[src/rtl/core/grid_diffusion_stencil_assert.svh]
// ----------------------------------------------------------------------------
// Grid diffusion stencil assertion macros
// Clocked, reset-qualified property checks shared by the stencil RTL.
// ----------------------------------------------------------------------------
`ifndef GRID_DIFFUSION_STENCIL_ASSERT_SVH
`define GRID_DIFFUSION_STENCIL_ASSERT_SVH

// Same-cycle implication on clk_i, disabled while rst_ni is low
`define GDS_ASSERT_IMP(lbl, ante, cons, msg) \
  lbl: assert property (@(posedge clk_i) disable iff (!rst_ni) (ante) |-> (cons)) \
    else $error(msg);

// Next-cycle implication on clk_i, disabled while rst_ni is low
`define GDS_ASSERT_NXT(lbl, ante, cons, msg) \
  lbl: assert property (@(posedge clk_i) disable iff (!rst_ni) (ante) |=> (cons)) \
    else $error(msg);

`endif

[src/rtl/core/gds_pkg.sv]
// ----------------------------------------------------------------------------
// Grid diffusion stencil package
// Widths, reset values, register map and shared types of the stencil.
// ----------------------------------------------------------------------------
package gds_pkg;

  // Line buffer depth default
  localparam int unsigned MaxWidthDef = 1024;

  // Field widths
  localparam int unsigned ValW     = 32;  // Q16.16 cell
  localparam int unsigned RowW     = 16;
  localparam int unsigned OutColW  = 10;
  localparam int unsigned CfgColsW = 11;
  localparam int unsigned FactorW  = 16;  // Q0.16 factor

  // Arithmetic
  localparam int unsigned NumNb     = 4;
  localparam int unsigned SumW      = ValW + 3;           // four 33-bit differences
  localparam int unsigned ProdW     = SumW + FactorW + 1;
  localparam int unsigned FracShift = 18;                 // Q0.16 plus the quarter
  localparam int unsigned ShW       = ProdW - FracShift;
  localparam int unsigned AccW      = ShW + 1;

  // Result queue
  localparam int unsigned FifoDepth = 8;
  localparam int unsigned PtrW      = $clog2(FifoDepth);
  localparam int unsigned FillW     = $clog2(FifoDepth + 1);
  localparam int unsigned NumRes    = 3;

  // Configuration port
  localparam int unsigned PAddrW   = 4;
  localparam int unsigned ApbDataW = 32;

  localparam logic [RowW-1:0]     RowsRst   = 16'd256;
  localparam logic [CfgColsW-1:0] ColsRst   = 11'd256;
  localparam logic [FactorW-1:0]  FactorRst = 16'd26214;

  typedef enum logic [1:0] {
    RegRows   = 2'd0,
    RegCols   = 2'd1,
    RegFactor = 2'd2
  } reg_idx_e;

  // Which of the four neighbors take part in one result
  typedef struct packed {
    logic up;
    logic left;
    logic right;
    logic down;
  } nb_present_t;

endpackage

[src/rtl/core/gds_diffuse.sv]
// ----------------------------------------------------------------------------
// Diffusion update datapath
// Sums neighbor differences, scales by the spread factor, floors by 2^18
// and saturates center + delta. Two register stages, result combinational.
// ----------------------------------------------------------------------------
module gds_diffuse import gds_pkg::*; (
  input  logic                       clk_i,
  input  logic [ValW-1:0]            center_i,
  input  logic [NumNb-1:0][ValW-1:0] nb_i,
  input  nb_present_t                present_i,
  input  logic [FactorW-1:0]         factor_i,
  output logic [ValW-1:0]            value_o
);

  logic [NumNb-1:0]        pres;
  logic signed [SumW-1:0]  sum_d, sum_q;
  logic signed [ValW-1:0]  ctr_a_q, ctr_b_q;
  logic signed [ProdW-1:0] prod_d, prod_q;
  logic signed [ShW-1:0]   step;
  logic signed [AccW-1:0]  acc;

  assign pres = present_i;

  // Sum of (neighbor - center) over present neighbors
  always_comb begin
    sum_d = '0;
    for (int k = 0; k < NumNb; k++) begin
      if (pres[k]) begin
        sum_d = sum_d + SumW'($signed(nb_i[k])) - SumW'($signed(center_i));
      end
    end
  end

  // Unsigned factor taken as a non-negative signed operand
  assign prod_d = ProdW'(sum_q) * ProdW'($signed({1'b0, factor_i}));

  always_ff @(posedge clk_i) begin
    sum_q   <= sum_d;
    ctr_a_q <= $signed(center_i);
    prod_q  <= prod_d;
    ctr_b_q <= ctr_a_q;
  end

  // Arithmetic shift floors toward minus infinity
  assign step = ShW'(prod_q >>> FracShift);
  assign acc  = AccW'(ctr_b_q) + AccW'(step);

  // Saturate to the signed 32-bit range
  always_comb begin
    if (!acc[AccW-1] && (|acc[AccW-2:ValW-1])) begin
      value_o = {1'b0, {(ValW-1){1'b1}}};
    end else if (acc[AccW-1] && !(&acc[AccW-2:ValW-1])) begin
      value_o = {1'b1, {(ValW-1){1'b0}}};
    end else begin
      value_o = acc[ValW-1:0];
    end
  end

endmodule

[config.mk]
export PLATFORM = sky130hd
export DESIGN_NAME = gds_diffuse
export DESIGN_NICKNAME = d
export VERILOG_FILES = /design/src/rtl/core/grid_diffusion_stencil_assert.svh /design/src/rtl/core/gds_pkg.sv /design/src/rtl/core/gds_diffuse.sv
export SDC_FILE = /design/constraint.sdc
export NUM_CORES = 2
export LEC_CHECK = 0
export BUFFER_PORTS_ARGS = -buffer_cell sky130_fd_sc_hd__buf_2
export CAP_MARGIN = 10
export CORE_ASPECT_RATIO = 1.2
export CORE_MARGIN = 2
export CORE_UTILIZATION = 45
export CTS_BUF_LIST = sky130_fd_sc_hd__clkbuf_8
export CTS_CLUSTER_SIZE = 28
export DETAILED_ROUTE_END_ITERATION = 16
export PLACE_DENSITY_LB_ADDON = 0.15
export SKIP_CTS_REPAIR_TIMING = 1
export SLEW_MARGIN = 20
export SYNTH_ARGS = -nofsm -noshare
export SYNTH_HDL_FRONTEND = slang
export SYNTH_SLANG_ARGS = --single-unit
[constraint.sdc]
create_clock -name clk_i -period 13.55 [get_ports clk_i]
set_input_delay 1.355 -clock clk_i [delete_from_list [all_inputs] [get_ports clk_i]]
set_output_delay 1.355 -clock clk_i [all_outputs]
set_load 0.01 [all_outputs]
==> impl_results.md <==
- Status: completed
- Final hold vios: 0
- Final Cycle Share: 86.6%
- Vias in the first global route: 28.2k
- GR Util met1: 31.8%
- Critical Path AT: 12.05 ns
- Clk root buf: clkbuf_8
- Most Crowded Layer GR: met2
- CP Class: input pin to flop
- Die height: 304 um
- Synthesized instance count: 3960
- Pre-antenna DRT Iters: 7
- IO Pins: 213
- Initial Utilization: 45.6%
- 1st-iter DRT viols: 1090
- GRT Overall Usage: 24.1%
- Crit Path Max Fanout: 7
- Fin cells: 5086
- Max_slew headroom: 30.2%
- Achievable Freq: 0.0853 GHz
- GRT met2 Usage: 43.0%
- Routed vias/inst: 5.15
- Vias: 26.2k
- RSZ-0062 raised after global routing: false
- Top-area cell type share of the netlist area: 37.5%
- Layout cells sized above 1: 7.91%
- Area Overhead vs Synth: 6.95%
- Htree depth: 4
- First-pass GRT wire length: 148000 um
- Synth Register Bits: 133
- Top FF cell, synth: dfxtp_1
- Post-synth ARST share: 0%
- Critical Path Start Type: input pin
- Fin crit period: 11.73 ns
- Place WS: 1.40 ns
- Seq/Total Area, Yosys: 7.89%
- Initial antenna violation count: 2
- YS warnings: 0
- Largest net degree at the start of global routing: 66
- CTS Buf Count: 17
- Final global-route overflow total: 0
- Post-placement cell count: 5055
- Buffers on Ports: 212
- Final antenna-violating net count: 0
- Worst hold path type: flop to flop
- Dominant cell type by area after synthesis: fa_1
- Slowest stage delay, CP: 0.52 ns
- Reg clk slew, reported paths: 0.08 ns
- Fin. max-slew vios: 0
- CTS tree: built
- WL/cell: 17.5 um
- Final core occ: 48.8%
- Worst-skew pair later-pin latency: 0.47 ns
- Setup ws final: 1.82 ns
- Final setup viols: 0
- Gp weighted congestion: 0.943
- Chip Width: 254 um
- Met3 GRT Util: 1.32%
- Multi-input logic area: 27200 sq um
- Req. time, crit path: 13.87 ns
- DRC: 0
- Setup TNS: 0 ns
- Post-synth EDFFs: 0
- Maxcap violations: 0
- Syn Area/Cell: 8.52 sq um
- Critical-path top delay cell: a21oi_1
- Area of the core: 73900 sq um
- Area contributors post-synth: fa_1, ha_1, inv_1
- Synth Cell Area: 33700 sq um
- DP Wirelength: 74200 um
- Total Die Area: 77200 sq um
- Nets: 5181
- Synth Net Count: 5066
- # rows: 109
- Drt total wl: 89100 um
- Yosys cell types: 84
- Worst Clk Skew: 0.0217 ns
- Slew of the pin with the lowest slew margin: 1.05 ns
- # fillers: 7473
- CTS max path bufs: 2
- Crit. End Element: flop
- CTS sink cnt: 133
- Sequential cell area: 2660 sq um
==> per-stage QoR <==
| step | instance area, sq um | hold WS (ns) |
|---|---|---|
| floorplan | 33700 | 0.310 |
| global placement | 35700 | 0.310 |
| detailed placement | 35700 | 0.312 |
| CTS | 36100 | 0.325 |
| global route | 36100 | 0.331 |
| finish | 36100 | 0.321 |
==> kinds of logic after synthesis <==
kind of cell,count (synthesis),share of synthesized area [%]
simple gates,1023,14.3
buf+inv,1022,11.4
fa+ha+maj,925,48.4
compound gates,648,12.3
xor+xnor,173,4.53
flops,133,7.89
mux,36,1.17
==> synthesized netlist by cell type, types with 8 or more instances <==
library cell / n
buf_1: 10
nor3_1: 34
nor2_1: 128
and2_1: 214
dfxtp_1: 133
nand3_1: 34
a211o_1: 10
o21ai_0: 151
a21oi_1: 193
o21a_1: 44
nand4_1: 23
o21bai_1: 24
a21o_1: 80
or3_1: 12
nand2b_1: 33
ha_1: 293
xnor2_1: 114
nor4_1: 8
o211ai_1: 18
nand2_1: 479
a211oi_1: 26
fa_1: 632
and3_1: 9
nor2b_1: 24
xor2_1: 58
a31oi_1: 18
inv_1: 882
mux2i_1: 8
clkbuf_1: 121
mux2_2: 28
==> registers in the layout (all words and copies together), names as in the netlist <==
| register | cells |
|---|---|
| sum_q | 35 |
| ctr_a_q | 32 |
| prod_q | 34 |
| ctr_b_q | 32 |
==> layout by cell type (no fill, tap or decap), types with 6 or more instances in the layout <==
cell,n
a211o_1,10
a211oi_1,26
a21o_1,80
a21oi_1,193
a31oi_1,18
and2_1,214
and3_1,9
buf_2,212
buf_4,23
clkbuf_8,19
dfxtp_1,133
fa_1,632
ha_1,293
inv_1,882
mux2_2,28
mux2i_1,8
nand2_1,479
nand2b_1,33
nand3_1,34
nand4_1,23
nor2_1,128
nor2b_1,24
nor3_1,34
nor4_1,8
o211ai_1,18
o21a_1,44
o21ai_0,151
o21bai_1,23
o31a_1,7
o31ai_1,7
or2_2,6
or3_1,12
xnor2_1,114
xor2_1,58
==> per-layer routing <==
layer  wire length [um]  share of wire [%]
met1              38900                 44
met2              45200                 51
met3               2780                3.1
met4               2200                2.5
met5                  0                  0
==> worst max-delay path: cells and delay by family <==
kind | cells | cell delay, ns
AOI/OAI and AO/OA | 18 | 4.80
adders and majority gates | 7 | 2.74
and+or+nand+nor | 11 | 2.12
muxes | 2 | 0.46
buffers and inverters | 5 | 0.35
xor gates and xnor gates | 2 | 0.18
==> final timing paths <==
kind / from / endpoint / slack [ns] / cells after the start
max: center_i[4] / sum_q[33] / 1.82 / 45
min: ctr_a_q[27] / ctr_b_q[27] / 0.32 / 0
max reg2reg: sum_q[19] / prod_q[50] / 5.77 / 23
min reg2reg: ctr_a_q[27] / ctr_b_q[27] / 0.32 / 0
==> area by class of cell <==
| cell class | count | share of cell area, % |
|---|---|---|
| Multi-Input combinational cell | 2805 | 75.5 |
| Clock inverter | 11 | 0.357 |
| Inverter | 883 | 9.19 |
| Tap cell | 999 | 3.47 |
| Timing Repair Buffer | 235 | 3.42 |
| Sequential cell | 133 | 7.38 |
| Clock buffer | 19 | 0.725 |
| Antenna cell | 1 | 0.00694 |
Power is left out: the tool's default activity adds up to more than one toggle a clock period on the data nets, which glitch-free logic cannot reach.
